`src/hw/rtl/cmt_pkg.sv`:
```
// ----------------------------------------------------------------------------
// cmt_pkg
// shared types, constants and helpers of the identifier-keyed mailbox table
// ----------------------------------------------------------------------------
`default_nettype none

package cmt_pkg;

	// table geometry
	localparam int ENTRIES = 64;
	localparam int IDX_W   = (ENTRIES > 1) ? $clog2(ENTRIES) : 1;

	// field widths fixed by the frame format
	localparam int ID_W    = 32;
	localparam int LEN_W   = 4;
	localparam int DATA_W  = 64;
	localparam int SLOT_W  = 6;
	localparam int BYTES   = 8;

	localparam logic [ID_W-1:0]  EMPTY_ID = 32'h0000_0000;
	localparam logic [LEN_W-1:0] FULL_LEN = 4'd8;

	// command codes
	localparam logic CMD_STORE = 1'b0;
	localparam logic CMD_READ  = 1'b1;

	typedef enum logic [1:0] {
		ST_UPDATED = 2'd0,
		ST_TAKEN   = 2'd1,
		ST_DROPPED = 2'd2,
		ST_READ    = 2'd3
	} status_t;

	typedef enum logic [1:0] {
		FSM_IDLE,
		FSM_SCAN,
		FSM_HOLD
	} fsm_t;

	// request held for the whole scan and seen by every cell
	typedef struct packed {
		logic              cmd;
		logic [ID_W-1:0]   id;
		logic [LEN_W-1:0]  len;
		logic [DATA_W-1:0] data;
		logic [SLOT_W-1:0] ridx;
	} req_t;

	// token record handed from cell to cell
	typedef struct packed {
		logic              valid;
		logic              hit;
		status_t           status;
		logic [SLOT_W-1:0] slot;
		logic [ID_W-1:0]   eid;
		logic [LEN_W-1:0]  elen;
		logic [DATA_W-1:0] edata;
	} rec_t;

	// lengths above eight count as eight
	function automatic logic [LEN_W-1:0] sat_len(input logic [LEN_W-1:0] len);
		return (len > FULL_LEN) ? FULL_LEN : len;
	endfunction

	// low bits of an entry number as reported on the result
	function automatic logic [SLOT_W-1:0] to_slot(input logic [IDX_W-1:0] idx);
		logic [IDX_W+SLOT_W-1:0] ext;
		ext = {{SLOT_W{1'b0}}, idx};
		return ext[SLOT_W-1:0];
	endfunction

	// read index against an entry number, both widened to a common width
	function automatic logic idx_match(input logic [SLOT_W-1:0] ridx,
	                                   input logic [IDX_W-1:0]  idx);
		logic [IDX_W+SLOT_W-1:0] a;
		logic [IDX_W+SLOT_W-1:0] b;
		a = {{IDX_W{1'b0}}, ridx};
		b = {{SLOT_W{1'b0}}, idx};
		return a == b;
	endfunction

	// overwrite the low len bytes, keep the rest
	function automatic logic [DATA_W-1:0] byte_merge(input logic [DATA_W-1:0] old_d,
	                                                 input logic [DATA_W-1:0] new_d,
	                                                 input logic [LEN_W-1:0]  len);
		logic [DATA_W-1:0] m;
		m = old_d;
		for (int b = 0; b < BYTES; b++) begin
			if (LEN_W'(b) < len) begin
				m[b*8 +: 8] = new_d[b*8 +: 8];
			end
		end
		return m;
	endfunction

endpackage

`default_nettype wire

```
`src/hw/rtl/cmt_cell.sv`:
```
// ----------------------------------------------------------------------------
// cmt_cell
// one table entry with its compare logic and one stage of the token chain
// ----------------------------------------------------------------------------
`default_nettype none

module cmt_cell (
	input  wire logic                  clk,
	input  wire logic                  arst_n,
	input  wire logic [cmt_pkg::IDX_W-1:0] index,
	input  wire cmt_pkg::req_t         req,
	input  wire cmt_pkg::rec_t         rin,
	output      cmt_pkg::rec_t         rout
);
	import cmt_pkg::*;

	logic [ID_W-1:0]   id_q;
	logic [LEN_W-1:0]  len_q;
	logic [DATA_W-1:0] bytes_q;
	rec_t              rec_q;

	logic              is_empty;
	logic              hit_here;
	logic              rd_here;
	logic [DATA_W-1:0] merged;
	rec_t              rec_d;

	// first free or matching entry claims the store, a read picks its index
	assign is_empty = (id_q == EMPTY_ID);
	assign hit_here = rin.valid && (req.cmd == CMD_STORE) && !rin.hit &&
	                  (is_empty || (id_q == req.id));
	assign rd_here  = rin.valid && (req.cmd == CMD_READ) && idx_match(req.ridx, index);
	assign merged   = byte_merge(bytes_q, req.data, req.len);

	// record handed to the next cell
	always_comb begin
		rec_d = rin;
		if (hit_here) begin
			rec_d.hit    = 1'b1;
			rec_d.status = is_empty ? ST_TAKEN : ST_UPDATED;
			rec_d.slot   = to_slot(index);
			rec_d.eid    = req.id;
			rec_d.elen   = req.len;
			rec_d.edata  = merged;
		end else if (rd_here) begin
			rec_d.eid    = id_q;
			rec_d.elen   = len_q;
			rec_d.edata  = bytes_q;
		end
	end

	// entry contents
	always_ff @(posedge clk or negedge arst_n) begin
		if (!arst_n) begin
			id_q    <= EMPTY_ID;
			len_q   <= FULL_LEN;
			bytes_q <= '0;
		end else if (hit_here) begin
			id_q    <= req.id;
			len_q   <= req.len;
			bytes_q <= merged;
		end
	end

	// chain stage
	always_ff @(posedge clk or negedge arst_n) begin
		if (!arst_n) begin
			rec_q <= '0;
		end else begin
			rec_q <= rec_d;
		end
	end

	assign rout = rec_q;

endmodule

`default_nettype wire

```
`config.mk`:
```
export PLATFORM = sky130hd
export DESIGN_NAME = cmt_cell
export DESIGN_NICKNAME = d
export VERILOG_FILES = /design/src/hw/rtl/cmt_pkg.sv /design/src/hw/rtl/cmt_cell.sv
export SDC_FILE = /design/constraint.sdc
export NUM_CORES = 1
export LEC_CHECK = 0
export BUFFER_PORTS_ARGS = -buffer_cell sky130_fd_sc_hd__buf_2
export CAP_MARGIN = 20
export CORE_AREA = 8 8 145 147
export DETAILED_ROUTE_END_ITERATION = 6
export DIE_AREA = 0 0 153 155
export GPL_ROUTABILITY_DRIVEN = 0
export PLACE_DENSITY = 0.78
export SYNTH_ARGS = -nofsm -noshare
export SYNTH_HDL_FRONTEND = slang
export SYNTH_SLANG_ARGS = --single-unit
export TNS_END_PERCENT = 5
```
`constraint.sdc`:
```
create_clock -name clk -period 2.8 [get_ports clk]
set_input_delay 0.56 -clock clk [delete_from_list [all_inputs] [get_ports clk]]
set_output_delay 0.56 -clock clk [all_outputs]
set_load 0.05 [all_outputs]
```
==> impl_metrics.prom, run 1 <==
# TYPE chip_impl_metric gauge
chip_impl_metric{name="yosys_warnings",unit=""} 0
chip_impl_info{name="rsz0062_at_grt",value="no"} 1
chip_impl_metric{name="drt_iter0_markers",unit=""} 365
chip_impl_metric{name="cp.required",unit="ns"} 3.18
chip_impl_metric{name="initial_core_utilization",unit=""} 0.473
chip_impl_metric{name="largest_net_degree_at_the_start_of_global_routing",unit=""} 69
chip_impl_metric{name="rows",unit=""} 51
chip_impl_metric{name="grt_overflow_total",unit=""} 0
chip_impl_info{name="ys.flop_type",value="sky130_fd_sc_hd__dfrtp_1"} 1
chip_impl_metric{name="power.share.switching",unit=""} 0.314
chip_impl_metric{name="layout_cells_sized_above_1",unit=""} 0.358
chip_impl_info{name="cts_root_buffer",value="sky130_fd_sc_hd__clkbuf_16"} 1
chip_impl_metric{name="die_h",unit="um"} 155
chip_impl_metric{name="routed-via-count",unit=""} 7817
chip_impl_metric{name="ff2ff_path_depth",unit=""} 7
chip_impl_metric{name="finalHoldViolations",unit=""} 0
chip_impl_metric{name="p_r_area_growth_vs_syn",unit="%"} 31.4
chip_impl_metric{name="vdd_drop_max",unit="mV"} 0.505
chip_impl_metric{name="post_cts_resized",unit=""} 0
chip_impl_metric{name="floorplan.core_area",unit="sq um"} 19000
chip_impl_metric{name="power.leakage",unit="nW"} 6.50
chip_impl_metric{name="design.portCount",unit=""} 335
chip_impl_metric{name="p_seq_frac",unit=""} 0.459
chip_impl_metric{name="clkLatencyLatePin",unit="ns"} 0.50
chip_impl_metric{name="timing_worst_slew_pin_value",unit="ns"} 0.876
chip_impl_metric{name="cts_made_buffers",unit=""} 23
chip_impl_metric{name="netlist_instances",unit=""} 878
chip_impl_metric{name="netlist_area",unit="sq um"} 8970
chip_impl_metric{name="power",unit="W"} 0.00890
chip_impl_metric{name="count_of_max_cap_constraint_violations",unit=""} 0
chip_impl_metric{name="cell_internal_pwr",unit="W"} 0.00610
chip_impl_metric{name="grt_pass1_wl",unit="mm"} 44.6
chip_impl_metric{name="cp_slowest_stage_delay",unit="ns"} 0.44
chip_impl_metric{name="synth-edff-count",unit=""} 0
chip_impl_metric{name="netlist-cell-type-count",unit=""} 41
chip_impl_metric{name="final_period_minus_worst_setup_slack",unit="ns"} 2.57
chip_impl_metric{name="path_max_fanout",unit=""} 17
chip_impl_metric{name="final_standard_cell_area_without_fillers",unit="sq um"} 11800
chip_impl_metric{name="synth_fp_nets",unit=""} 1103
chip_impl_metric{name="detail_route.first_pass.iterations",unit=""} 5
chip_impl_metric{name="maxSlewHeadroom",unit=""} 0.416
chip_impl_metric{name="numPortBuffers",unit=""} 334
chip_impl_metric{name="timing.final.crit_share",unit=""} 0.916
chip_impl_metric{name="final_antenna_net_count",unit=""} 0
chip_impl_metric{name="cp.arrival",unit="ns"} 2.94
chip_impl_metric{name="post_cts_buffers",unit=""} 0
chip_impl_metric{name="drt-total-wl",unit="mm"} 28.3
chip_impl_metric{name="synth_async_sr_flop_share",unit=""} 1.00
chip_impl_info{name="worst_path_max_delay_cell",value="sky130_fd_sc_hd__nor4_1"} 1
chip_impl_info{name="crit-reg2reg-launch",value="id_q[20]$_DFFE_PN0P_"} 1
chip_impl_metric{name="dp_slack",unit="ns"} -0.0122
chip_impl_metric{name="via_per_inst",unit=""} 5.27
chip_impl_metric{name="clock_power_share",unit=""} 0.323
chip_impl_metric{name="design.die.area",unit="sq um"} 23700
chip_impl_metric{name="postSynthAreaPerCell",unit="sq um"} 10.2
chip_impl_info{name="status",value="complete, no violations"} 1
chip_impl_metric{name="timing.clock.skew",unit="ns"} 0.00835
chip_impl_metric{name="ys_seq_area_frac",unit=""} 0.586
chip_impl_metric{name="rrSetupSlack",unit="ns"} 0.23
chip_impl_metric{name="place_area",unit="sq um"} 11100
chip_impl_metric{name="design.final.nets",unit=""} 1449
chip_impl_metric{name="stdcell_count",unit=""} 1484
chip_impl_metric{name="power.net_switching",unit="W"} 0.00280
chip_impl_info{name="worst_setup_path_category",value="flip-flop to flip-flop"} 1
chip_impl_metric{name="antenna_violations_before_repair",unit=""} 9
chip_impl_metric{name="remaining_drc_errors",unit=""} 0
chip_impl_info{name="critPathCaptureType",value="flip-flop"} 1
chip_impl_metric{name="placed_cells",unit=""} 1437
chip_impl_metric{name="postCtsHoldBufs",unit=""} 0
chip_impl_metric{name="fmaxAchievable",unit="GHz"} 0.390
chip_impl_metric{name="ys_ff_latch",unit=""} 210
chip_impl_metric{name="setup_slack",unit="ns"} 0.234
chip_impl_metric{name="clk_pin_slew_worst_paths",unit="ns"} 0.06
chip_impl_info{name="critical_path.startpoint_type",value="flip-flop"} 1
chip_impl_metric{name="clock_sinks",unit=""} 210
chip_impl_metric{name="cts_htree_levels",unit=""} 1
chip_impl_info{name="critical_path.cell_chain",value="xor2_1 > nor4_1 > nand4_1 > o41ai_2 > buf_4 > nand2_2 > mux2_1"} 1
chip_impl_metric{name="wl_per_cell",unit="um"} 19.0
chip_impl_metric{name="ctsLongestPathBuffers",unit=""} 3
chip_impl_info{name="timing.hold.worst.class",value="input pin to async pin"} 1
chip_impl_metric{name="final-setup-viol-count",unit=""} 0
chip_impl_metric{name="combPwrFrac",unit=""} 0.218
chip_impl_metric{name="dp_hpwl",unit="mm"} 21.3
chip_impl_metric{name="powerDensity",unit="nW/um^2"} 755
chip_impl_info{name="worstReg2RegEnd",value="bytes_q[62]$_DFFE_PN0P_"} 1
chip_impl_metric{name="chipWidth",unit="um"} 153
chip_impl_metric{name="slew_violations",unit=""} 0
chip_impl_info{name="cts_tree",value="built"} 1
chip_impl_metric{name="global_route.usage.total",unit=""} 0.235
chip_impl_metric{name="first_global_vias",unit=""} 8390
[cells by family after synthesis]
kind of cell / share of synthesized area
xor gates and xnor gates: 0.0371
DFF: 0.586
and+or+nand+nor: 0.184
AOI/OAI and AO/OA: 0.0785
buffers and inverters: 0.0238
muxes: 0.0904
[synthesized netlist by cell type (all sizes together) (2+ instances only)]
library cell | number | share of area
dfrtp | 209 | 0.58
nor2 | 133 | 0.056
and3 | 4 | 0.0028
buf | 20 | 0.016
nand2 | 213 | 0.090
nand3 | 5 | 0.0028
nor3 | 2 | 0.0011
inv | 2 | 0.00084
a31oi | 4 | 0.0028
mux2 | 40 | 0.050
a21oi | 4 | 0.0022
o41ai | 2 | 0.0049
nor4b | 2 | 0.0020
or4 | 2 | 0.0017
or3 | 3 | 0.0021
o22ai | 64 | 0.045
or2 | 3 | 0.0021
nor4 | 19 | 0.013
clkbuf | 17 | 0.0071
xor2 | 33 | 0.032
and2 | 4 | 0.0028
mux2i | 36 | 0.040
o21ai | 39 | 0.022
nand4 | 5 | 0.0035
xnor2 | 5 | 0.0049
[final cells by class]
cell class / count / area (sq um)
Antenna cell: 7 / 17.5
Clock buffer: 35 / 661
Clock inverter: 5 / 50.0
Fill cell: 1567 / 7170
Inverter: 2 / 7.51
Multi-Input combinational cell: 629 / 3510
Sequential cell: 210 / 5260
Tap cell: 238 / 298
Timing Repair Buffer: 358 / 1990
[power by group through the flow]
stage	combinational, W	sequential [W]	clock, W
4_1_cts	0.00195	0.00408	0.00293
5_1_grt	0.00212	0.00416	0.00308
3_5_place_dp	0.00194	0.00413	0
6_report	0.00194	0.00409	0.00287
3_3_place_gp	0.00188	0.00409	0
2_1_floorplan	0.000875	0.00442	0
[worst max-delay path by stage]
stage / to / startpoint / cells past startpoint / slack, ns
2_1_floorplan: bytes_q[62]$_DFFE_PN0P_ / req[106] / 7 / 0.22
3_3_place_gp: bytes_q[62]$_DFFE_PN0P_ / req[94] / 8 / 0.06
3_5_place_dp: rout[44]$_DFF_PN0_ / rin[108] / 10 / -0.01
4_1_cts: bytes_q[62]$_DFFE_PN0P_ / id_q[20]$_DFFE_PN0P_ / 7 / 0.22
5_1_grt: bytes_q[62]$_DFFE_PN0P_ / id_q[10]$_DFFE_PN0P_ / 8 / 0.06
6_report: bytes_q[62]$_DFFE_PN0P_ / id_q[20]$_DFFE_PN0P_ / 7 / 0.23
[metrics by stage]
stage	hold slack (ns)	TNS (ns)	util
after floorplan	0.264	0	-
after global placement	0.446	0	0.583
after detailed placement	0.450	-0.0277	0.583
after CTS	0.0840	0	0.621
after global routing	0.109	0	0.622
final	0.0677	0	0.622
[sequential cells by signal (all words and copies together), names as in the netlist]
register,cells
bytes_q,64
id_q,32
len_q,4
rout,110
[placed cells by master, fill, tap and decap left out, types with 7 or more instances in the layout]
| master | Yosys | layout |
|---|---|---|
| sky130_fd_sc_hd__o21ai_0 | 38 | 38 |
| sky130_fd_sc_hd__clkbuf_16 | 0 | 23 |
| sky130_fd_sc_hd__mux2i_1 | 36 | 36 |
| sky130_fd_sc_hd__buf_2 | 6 | 333 |
| sky130_fd_sc_hd__nand2_1 | 209 | 208 |
| sky130_fd_sc_hd__clkbuf_1 | 17 | 8 |
| sky130_fd_sc_hd__xor2_1 | 33 | 33 |
| sky130_fd_sc_hd__dfrtp_1 | 209 | 209 |
| sky130_fd_sc_hd__o22ai_1 | 64 | 64 |
| sky130_fd_sc_hd__buf_12 | 0 | 10 |
| sky130_fd_sc_hd__nor4_1 | 19 | 19 |
| sky130_fd_sc_hd__buf_4 | 8 | 14 |
| sky130_fd_sc_hd__mux2_2 | 39 | 39 |
| sky130_fd_sc_hd__nor2_1 | 133 | 133 |
| sky130_fd_sc_hd__diode_2 | 0 | 7 |
[routing by layer]
metal | global-route usage | wire [um] | vias to the layer above
li1 | - | - | 3685
met1 | 0.270 | 10900 | 3733
met2 | 0.409 | 14100 | 322
met3 | 0.0627 | 2180 | 73
met4 | 0.0994 | 1110 | 4
met5 | 0 | 25 | -
[critical path, delay by kind of cell (launching register included)]
family | cells | cell delay, ns
xor gates and xnor gates | 1 | 0.21
and+or+nand+nor | 3 | 0.82
buffers and inverters | 1 | 0.18
DFF | 1 | 0.41
muxes | 1 | 0.39
AOI/OAI and AO/OA | 1 | 0.43
Note: power is estimated with default switching activity, not from simulation.
==> run 2, diff against run 1 <==
==> constraint.sdc (replaced) <==
create_clock -name clk -period 2.9 [get_ports clk]
set_input_delay 0.58 -clock clk [delete_from_list [all_inputs] [get_ports clk]]
set_output_delay 0.58 -clock clk [all_outputs]
set_load 0.05 [all_outputs]
==> run 2 against run 1 <==
Compared with the run above: via count increased by 0.27%; clock-buffer cell count increased by 1; largest power group unchanged; critical endpoint is now rout[40]$_DFF_PN0_; sequential power decreased by 4%; cell area decreased by 0.29%; critical path depth increased by 2; non-clock buffer count decreased by 7; clock power about the same; worst setup slack improved by 0.059 ns; die area unchanged; highest routed layer unchanged; routed wire length increased by 0.36%; sequential share of layout area increased by 0.13 points; first-iteration DRC count increased by 34%.
==> impl_metrics.prom, run 2 (synthesis gave the netlist of run 1 again) <==
# TYPE chip_impl_metric gauge
chip_impl_info{name="cts_tree",value="built"} 1
chip_impl_metric{name="design.final.nets",unit=""} 1442
chip_impl_metric{name="p_seq_frac",unit=""} 0.455
chip_impl_metric{name="clk_pin_slew_worst_paths",unit="ns"} 0.06
chip_impl_info{name="cpLargestDelayFamily",value="simple AND/OR/NAND/NOR gates"} 1
chip_impl_info{name="critical_path.startpoint_type",value="flip-flop"} 1
chip_impl_metric{name="powerDensity",unit="nW/um^2"} 737
chip_impl_info{name="critPathCaptureType",value="flip-flop"} 1
chip_impl_info{name="cp_common_cell",value="sky130_fd_sc_hd__buf_12"} 1
chip_impl_metric{name="layout_cells_sized_above_1",unit=""} 0.358
chip_impl_metric{name="power.leakage",unit="nW"} 6.48
chip_impl_metric{name="clkLatencyLatePin",unit="ns"} 0.50
chip_impl_metric{name="detail_route.first_pass.iterations",unit=""} 5
chip_impl_metric{name="finalHoldViolations",unit=""} 0
chip_impl_metric{name="p_r_area_growth_vs_syn",unit="%"} 31.0
chip_impl_metric{name="wl_per_cell",unit="um"} 19.2
chip_impl_metric{name="remaining_drc_errors",unit=""} 0
chip_impl_metric{name="cp.required",unit="ns"} 3.32
chip_impl_info{name="status",value="complete, no violations"} 1
chip_impl_metric{name="antenna_violations_before_repair",unit=""} 5
chip_impl_metric{name="vdd_drop_max",unit="mV"} 0.475
chip_impl_metric{name="largest_net_degree_at_the_start_of_global_routing",unit=""} 70
chip_impl_metric{name="numPortBuffers",unit=""} 334
chip_impl_metric{name="cp.arrival",unit="ns"} 3.03
chip_impl_metric{name="stdcell_count",unit=""} 1474
chip_impl_info{name="worst_setup_path_category",value="flip-flop to flip-flop"} 1
chip_impl_metric{name="design.die.area",unit="sq um"} 23700
chip_impl_metric{name="critical_path_buf_inv_count",unit=""} 2
chip_impl_metric{name="global_route.usage.total",unit=""} 0.233
chip_impl_metric{name="place_area",unit="sq um"} 11000
chip_impl_metric{name="ctsLongestPathBuffers",unit=""} 3
chip_impl_metric{name="final_antenna_net_count",unit=""} 0
chip_impl_metric{name="initial_core_utilization",unit=""} 0.473
chip_impl_metric{name="die_h",unit="um"} 155
chip_impl_metric{name="slew_violations",unit=""} 0
chip_impl_metric{name="timing.clock.skew",unit="ns"} 0.0111
chip_impl_metric{name="final_period_minus_worst_setup_slack",unit="ns"} 2.61
chip_impl_metric{name="power",unit="W"} 0.00866
chip_impl_metric{name="final_standard_cell_area_without_fillers",unit="sq um"} 11800
chip_impl_metric{name="drt_iter0_markers",unit=""} 488
chip_impl_metric{name="timing_worst_slew_pin_value",unit="ns"} 0.855
chip_impl_info{name="worst_path_max_delay_cell",value="sky130_fd_sc_hd__nor4_1"} 1
chip_impl_metric{name="design.portCount",unit=""} 335
chip_impl_metric{name="multi_input_area",unit="sq um"} 3510
chip_impl_metric{name="clock_power_share",unit=""} 0.331
chip_impl_info{name="critical_path.cell_chain",value="xor2_1 > nor4_1 > nand4_1 > o41ai_4 > buf_12 > or2_2 > buf_12 > o22ai_1 > nor2_1"} 1
chip_impl_metric{name="routed-via-count",unit=""} 7838
chip_impl_metric{name="combPwrFrac",unit=""} 0.214
chip_impl_info{name="cts_root_buffer",value="sky130_fd_sc_hd__clkbuf_16"} 1
chip_impl_metric{name="timing.final.crit_share",unit=""} 0.899
chip_impl_metric{name="setup_total_negative_slack",unit="ns"} 0
chip_impl_metric{name="floorplan.core_area",unit="sq um"} 19000
chip_impl_metric{name="dp_hpwl",unit="mm"} 21.2
chip_impl_metric{name="cell_internal_pwr",unit="W"} 0.00592
chip_impl_metric{name="grt_overflow_total",unit=""} 0
chip_impl_metric{name="largest_register_ff_count",unit=""} 110
chip_impl_metric{name="cp_slowest_stage_delay",unit="ns"} 0.45
chip_impl_info{name="most-common-layout-cells",value="sky130_fd_sc_hd__buf_2, sky130_fd_sc_hd__dfrtp_1, sky130_fd_sc_hd__nand2_1, sky130_fd_sc_hd__nor2_1, sky130_fd_sc_hd__o22ai_1"} 1
chip_impl_info{name="timing.hold.worst.class",value="input pin to async pin"} 1
chip_impl_metric{name="via_per_inst",unit=""} 5.32
chip_impl_metric{name="clock_sinks",unit=""} 210
chip_impl_metric{name="drt-total-wl",unit="mm"} 28.4
chip_impl_metric{name="final-setup-viol-count",unit=""} 0
chip_impl_metric{name="postCtsHoldBufs",unit=""} 0
chip_impl_metric{name="cts_htree_levels",unit=""} 1
chip_impl_info{name="most_frequent_standard_cell_in_the_layout_excluding_fill_and_tap_cells",value="sky130_fd_sc_hd__buf_2"} 1
chip_impl_metric{name="maxSlewHeadroom",unit=""} 0.427
chip_impl_metric{name="power.net_switching",unit="W"} 0.00274
chip_impl_metric{name="seq_area",unit="sq um"} 5260
chip_impl_metric{name="first_global_vias",unit=""} 8293
chip_impl_metric{name="fmaxAchievable",unit="GHz"} 0.384
chip_impl_metric{name="power.share.switching",unit=""} 0.316
chip_impl_metric{name="rows",unit=""} 51
chip_impl_metric{name="count_of_max_cap_constraint_violations",unit=""} 0
chip_impl_metric{name="placed_cells",unit=""} 1430
chip_impl_metric{name="post_cts_resized",unit=""} 0
chip_impl_metric{name="grt_pass1_wl",unit="mm"} 44.5
chip_impl_metric{name="cts_made_buffers",unit=""} 23
chip_impl_metric{name="holdWs",unit="ns"} 0.0491
chip_impl_metric{name="chipWidth",unit="um"} 153
chip_impl_info{name="rsz0062_at_grt",value="no"} 1
chip_impl_metric{name="post_cts_buffers",unit=""} 0
chip_impl_metric{name="fillCellCount",unit=""} 1571
chip_impl_metric{name="path_max_fanout",unit=""} 41
==> run 2: changes by cell type in the layout (fill, tap and decap cells not counted), moves of 2 or more <==
cell                         delta
sky130_fd_sc_hd__diode_2        -4
sky130_fd_sc_hd__clkbuf_8       +5
sky130_fd_sc_hd__buf_4          -6
sky130_fd_sc_hd__clkinv_2       -3
sky130_fd_sc_hd__clkbuf_1       -4
sky130_fd_sc_hd__clkinvlp_4     +2
==> run 2: layer usage <==
layer  vias up  routed length [um]  GRT usage
met1      3781               11300      0.278
met3        60                2150     0.0599
met2       324               14100      0.401
met4         4                 849     0.0862
li1       3669                   -          -
met5         -                  19          0
==> run 2: power by group through the flow <==
stage	logic [W]	registers (W)	clock network, W
2_1_floorplan	0.000845	0.00427	0
3_3_place_gp	0.00180	0.00395	0
3_5_place_dp	0.00185	0.00398	0
4_1_cts	0.00186	0.00394	0.00293
5_1_grt	0.00202	0.00402	0.00303
6_report	0.00185	0.00394	0.00286
==> run 2: path summary, 6_finish.rpt <==
| path | from | to | slack, ns | depth (start not counted) |
|---|---|---|---|---|
| setup reg to reg | id_q[20]$_DFFE_PN0P_ | rout[40]$_DFF_PN0_ | 0.29 | 9 |
| setup / recovery | id_q[20]$_DFFE_PN0P_ | rout[40]$_DFF_PN0_ | 0.29 | 9 |
| min in group clk | rin[105] | rout[105]$_DFF_PN0_ | 0.26 | 3 |
| max in group asynchronous | arst_n | id_q[29]$_DFFE_PN0P_ | 2.04 | 2 |
| hold reg to reg | len_q[3]$_DFFE_PN1P_ | len_q[3]$_DFFE_PN1P_ | 0.46 | 2 |
| hold / removal | arst_n | rout[79]$_DFF_PN0_ | 0.05 | 1 |
==> run 2: worst reg2reg max path: cells and delay by family (launching register included) <==
family	cells	cell delay (ns)
AO/OA/AOI/OAI	2	0.46
XOR/XNOR	1	0.22
buffers and inverters	2	0.41
flip-flops	1	0.42
AND/OR/NAND/NOR	4	1.02
==> run 2: metrics by stage <==
step                       util  setup WS (ns)
final                     0.620          0.293
after CTS                 0.620          0.338
after floorplan               -          0.304
after global routing      0.620          0.130
after detailed placement  0.580        0.00894
after global placement    0.580         0.0669
==> run 2: layout make-up <==
| class | count | share of cell area |
|---|---|---|
| Antenna cell | 3 | 0.000639 |
| Multi-Input combinational cell | 629 | 0.299 |
| Clock inverter | 5 | 0.00319 |
| Inverter | 2 | 0.000639 |
| Tap cell | 238 | 0.0253 |
| Timing Repair Buffer | 351 | 0.163 |
| Sequential cell | 210 | 0.447 |
| Clock buffer | 36 | 0.0608 |
==> run 3, diff against run 2 <==
--- a/config.mk
+++ b/config.mk
@@ -5,7 +5,7 @@
 export SDC_FILE = /design/constraint.sdc
 export NUM_CORES = 1
 export LEC_CHECK = 0
-export BUFFER_PORTS_ARGS = -buffer_cell sky130_fd_sc_hd__buf_2
+export BUFFER_PORTS_ARGS = -buffer_cell sky130_fd_sc_hd__buf_4
 export CAP_MARGIN = 20
 export CORE_AREA = 8 8 145 147
 export DETAILED_ROUTE_END_ITERATION = 6
==> run 3 against run 2 <==
Compared with the run above: worst setup slack improved by 0.021 ns; sequential power about the same; combinational power increased by 9%; highest routed layer is now met4; flip-flop and latch count unchanged; global-route usage increased by 0.68 points; total power increased by 2.8%; largest cell class unchanged; via count increased by 0.64%; critical path depth unchanged.
==> impl_metrics.prom, run 3 (synthesis gave the netlist of run 1 again) <==
# TYPE chip_impl_metric gauge
chip_impl_info{name="status",value="complete, no violations"} 1
chip_impl_metric{name="fmaxAchievable",unit="GHz"} 0.387
chip_impl_metric{name="grt_pass1_wl",unit="mm"} 45.1
chip_impl_metric{name="cp.arrival",unit="ns"} 3.01
chip_impl_metric{name="power.net_switching",unit="W"} 0.00276
chip_impl_metric{name="remaining_drc_errors",unit=""} 0
chip_impl_metric{name="power.leakage",unit="nW"} 6.81
chip_impl_info{name="critPathCaptureType",value="flip-flop"} 1
chip_impl_metric{name="dp_hpwl",unit="mm"} 22.1
chip_impl_metric{name="floorplan.core_area",unit="sq um"} 19000
chip_impl_metric{name="slew_violations",unit=""} 0
chip_impl_metric{name="antenna_violations_before_repair",unit=""} 0
chip_impl_metric{name="drt-total-wl",unit="mm"} 29.2
chip_impl_metric{name="design.final.nets",unit=""} 1447
chip_impl_metric{name="clock_power_share",unit=""} 0.329
chip_impl_metric{name="cell_internal_pwr",unit="W"} 0.00614
chip_impl_info{name="cts_root_buffer",value="sky130_fd_sc_hd__clkbuf_16"} 1
chip_impl_metric{name="global_route.usage.total",unit=""} 0.240
chip_impl_metric{name="numPortBuffers",unit=""} 334
chip_impl_metric{name="largest_net_degree_at_the_start_of_global_routing",unit=""} 87
chip_impl_info{name="cts_tree",value="built"} 1
chip_impl_metric{name="setup_total_negative_slack",unit="ns"} 0
chip_impl_metric{name="design.portCount",unit=""} 335
chip_impl_metric{name="timing.final.crit_share",unit=""} 0.892
chip_impl_metric{name="clock_sinks",unit=""} 210
chip_impl_metric{name="timing.clock.skew",unit="ns"} 0.0107
chip_impl_metric{name="p_r_area_growth_vs_syn",unit="%"} 40.8
chip_impl_metric{name="layout_cells_sized_above_1",unit=""} 0.362
chip_impl_metric{name="post_cts_resized",unit=""} 0
chip_impl_metric{name="powerDensity",unit="nW/um^2"} 705
chip_impl_metric{name="maxSlewHeadroom",unit=""} 0.435
chip_impl_metric{name="chipWidth",unit="um"} 153
chip_impl_metric{name="detail_route.first_pass.iterations",unit=""} 5
chip_impl_metric{name="final_period_minus_worst_setup_slack",unit="ns"} 2.59
chip_impl_metric{name="detailroute.wirelength.met3",unit="mm"} 2.08
chip_impl_metric{name="clk_pin_slew_worst_paths",unit="ns"} 0.06
chip_impl_metric{name="cts_htree_levels",unit=""} 1
chip_impl_metric{name="combPwrFrac",unit=""} 0.227
chip_impl_metric{name="fillCellCount",unit=""} 1465
chip_impl_metric{name="routed-via-count",unit=""} 7888
chip_impl_metric{name="initial_core_utilization",unit=""} 0.473
chip_impl_metric{name="final-setup-viol-count",unit=""} 0
chip_impl_metric{name="grt_overflow_total",unit=""} 0
chip_impl_metric{name="cp.required",unit="ns"} 3.32
chip_impl_info{name="worst_setup_path_category",value="flip-flop to flip-flop"} 1
chip_impl_metric{name="first_global_vias",unit=""} 8288
chip_impl_metric{name="rrSetupSlack",unit="ns"} 0.31
chip_impl_info{name="critical_path.startpoint_type",value="flip-flop"} 1
chip_impl_metric{name="largest_register_ff_count",unit=""} 110
chip_impl_metric{name="final_antenna_net_count",unit=""} 0
chip_impl_metric{name="cts_made_buffers",unit=""} 23
chip_impl_metric{name="via_per_inst",unit=""} 5.35
chip_impl_metric{name="ctsLongestPathBuffers",unit=""} 3
chip_impl_metric{name="design.die.area",unit="sq um"} 23700
chip_impl_info{name="worstReg2RegEnd",value="rout[56]$_DFF_PN0_"} 1
chip_impl_metric{name="post_cts_buffers",unit=""} 0
chip_impl_metric{name="met2_length",unit="mm"} 14.8
chip_impl_metric{name="postCtsHoldBufs",unit=""} 0
chip_impl_metric{name="wl_met1",unit="mm"} 11.6
chip_impl_metric{name="vdd_drop_max",unit="mV"} 0.521
chip_impl_info{name="most-common-layout-cells",value="sky130_fd_sc_hd__buf_4, sky130_fd_sc_hd__dfrtp_1, sky130_fd_sc_hd__nand2_1, sky130_fd_sc_hd__nor2_1, sky130_fd_sc_hd__o22ai_1"} 1
chip_impl_metric{name="path_max_fanout",unit=""} 41
chip_impl_metric{name="die_h",unit="um"} 155
chip_impl_metric{name="post-route-util",unit=""} 0.667
chip_impl_metric{name="ff2ff_path_depth",unit=""} 9
chip_impl_metric{name="finalHoldViolations",unit=""} 0
chip_impl_info{name="crit-reg2reg-launch",value="id_q[30]$_DFFE_PN0P_"} 1
chip_impl_info{name="dr.max_layer_used",value="met4"} 1
chip_impl_info{name="most_frequent_standard_cell_in_the_layout_excluding_fill_and_tap_cells",value="sky130_fd_sc_hd__buf_4"} 1
chip_impl_metric{name="wl_per_cell",unit="um"} 19.8
chip_impl_info{name="timing.hold.worst.class",value="input pin to async pin"} 1
chip_impl_info{name="rsz0062_at_grt",value="no"} 1
chip_impl_metric{name="power.share.switching",unit=""} 0.310
chip_impl_metric{name="antenna-diode-count",unit=""} 0
chip_impl_metric{name="clkLatencyLatePin",unit="ns"} 0.50
chip_impl_metric{name="count_of_max_cap_constraint_violations",unit=""} 0
chip_impl_metric{name="timing_worst_slew_pin_value",unit="ns"} 0.843
chip_impl_metric{name="p_seq_frac",unit=""} 0.444
chip_impl_metric{name="rows",unit=""} 51
chip_impl_metric{name="drt_iter0_markers",unit=""} 393
-- run 3: changes by cell type in the layout (fill, tap and decap cells not counted), sizes merged --
cell	change
buf	+5
bufinv	+2
clkbuf	-6
clkinv	+4
clkinvlp	-1
diode	-3
-- run 3: worst max-delay path by stage --
stage                                    start                       to  slack (ns)  cells past startpoint
final                     id_q[30]$_DFFE_PN0P_       rout[56]$_DFF_PN0_        0.31                      9
after global routing      id_q[20]$_DFFE_PN0P_       rout[36]$_DFF_PN0_        0.03                      8
after CTS                 id_q[30]$_DFFE_PN0P_       rout[31]$_DFF_PN0_        0.37                      9
after detailed placement              req[106]       rout[31]$_DFF_PN0_        0.05                     10
after global placement                rin[108]       rout[45]$_DFF_PN0_        0.12                     10
after floorplan                       req[106]  bytes_q[62]$_DFFE_PN0P_        0.30                      7
-- run 3: metrics by stage --
step           setup WS (ns)  hold slack (ns)  power (W)  area (sq um)  cells
3_5_place_dp          0.0515            0.456    0.00600         11900   1435
5_1_grt               0.0269            0.200    0.00933         12600   1475
4_1_cts                0.373            0.160    0.00897         12600   1475
2_1_floorplan          0.304            0.284    0.00511          8970    878
3_3_place_gp           0.121            0.446    0.00592         11900   1435
6_report               0.313            0.158    0.00890         12600   1475
-- run 3: worst max-delay path: stages (launching register included) --
cell and delay, ns:
sky130_fd_sc_hd__dfrtp_1 0.43, sky130_fd_sc_hd__xor2_1 0.19, sky130_fd_sc_hd__nor4_1 0.48, sky130_fd_sc_hd__nand2_1 0.17, sky130_fd_sc_hd__o41ai_4 0.36, sky130_fd_sc_hd__buf_12 0.19
sky130_fd_sc_hd__or2_2 0.17, sky130_fd_sc_hd__buf_12 0.22, sky130_fd_sc_hd__o22ai_1 0.11, sky130_fd_sc_hd__nor2_1 0.14
-- run 3: layout make-up --
cell class	instances	area (sq um)	share of cell area
timing repair buffer	356	2800	0.222
sequential	210	5260	0.416
inverter	2	7.51	0.000594
clock buffer	30	652	0.0516
clock inverter	10	106	0.00842
multi-input combinational	629	3510	0.278
tap	238	298	0.0236
-- run 3: power by group through the flow --
stage          sequential, W  clock [W]  combinational (W)
2_1_floorplan        0.00427          0           0.000845
3_3_place_gp         0.00396          0            0.00196
3_5_place_dp         0.00399          0            0.00201
4_1_cts              0.00394    0.00300            0.00202
5_1_grt              0.00403    0.00312            0.00218
6_report             0.00395    0.00293            0.00202
-- run 3: metal layers --
metal  vias to the layer above  global-route usage
li1                       3680                   -
met1                      3843               0.286
met2                       314               0.423
met3                        51              0.0552
met4                         0              0.0782
met5                         -                   0
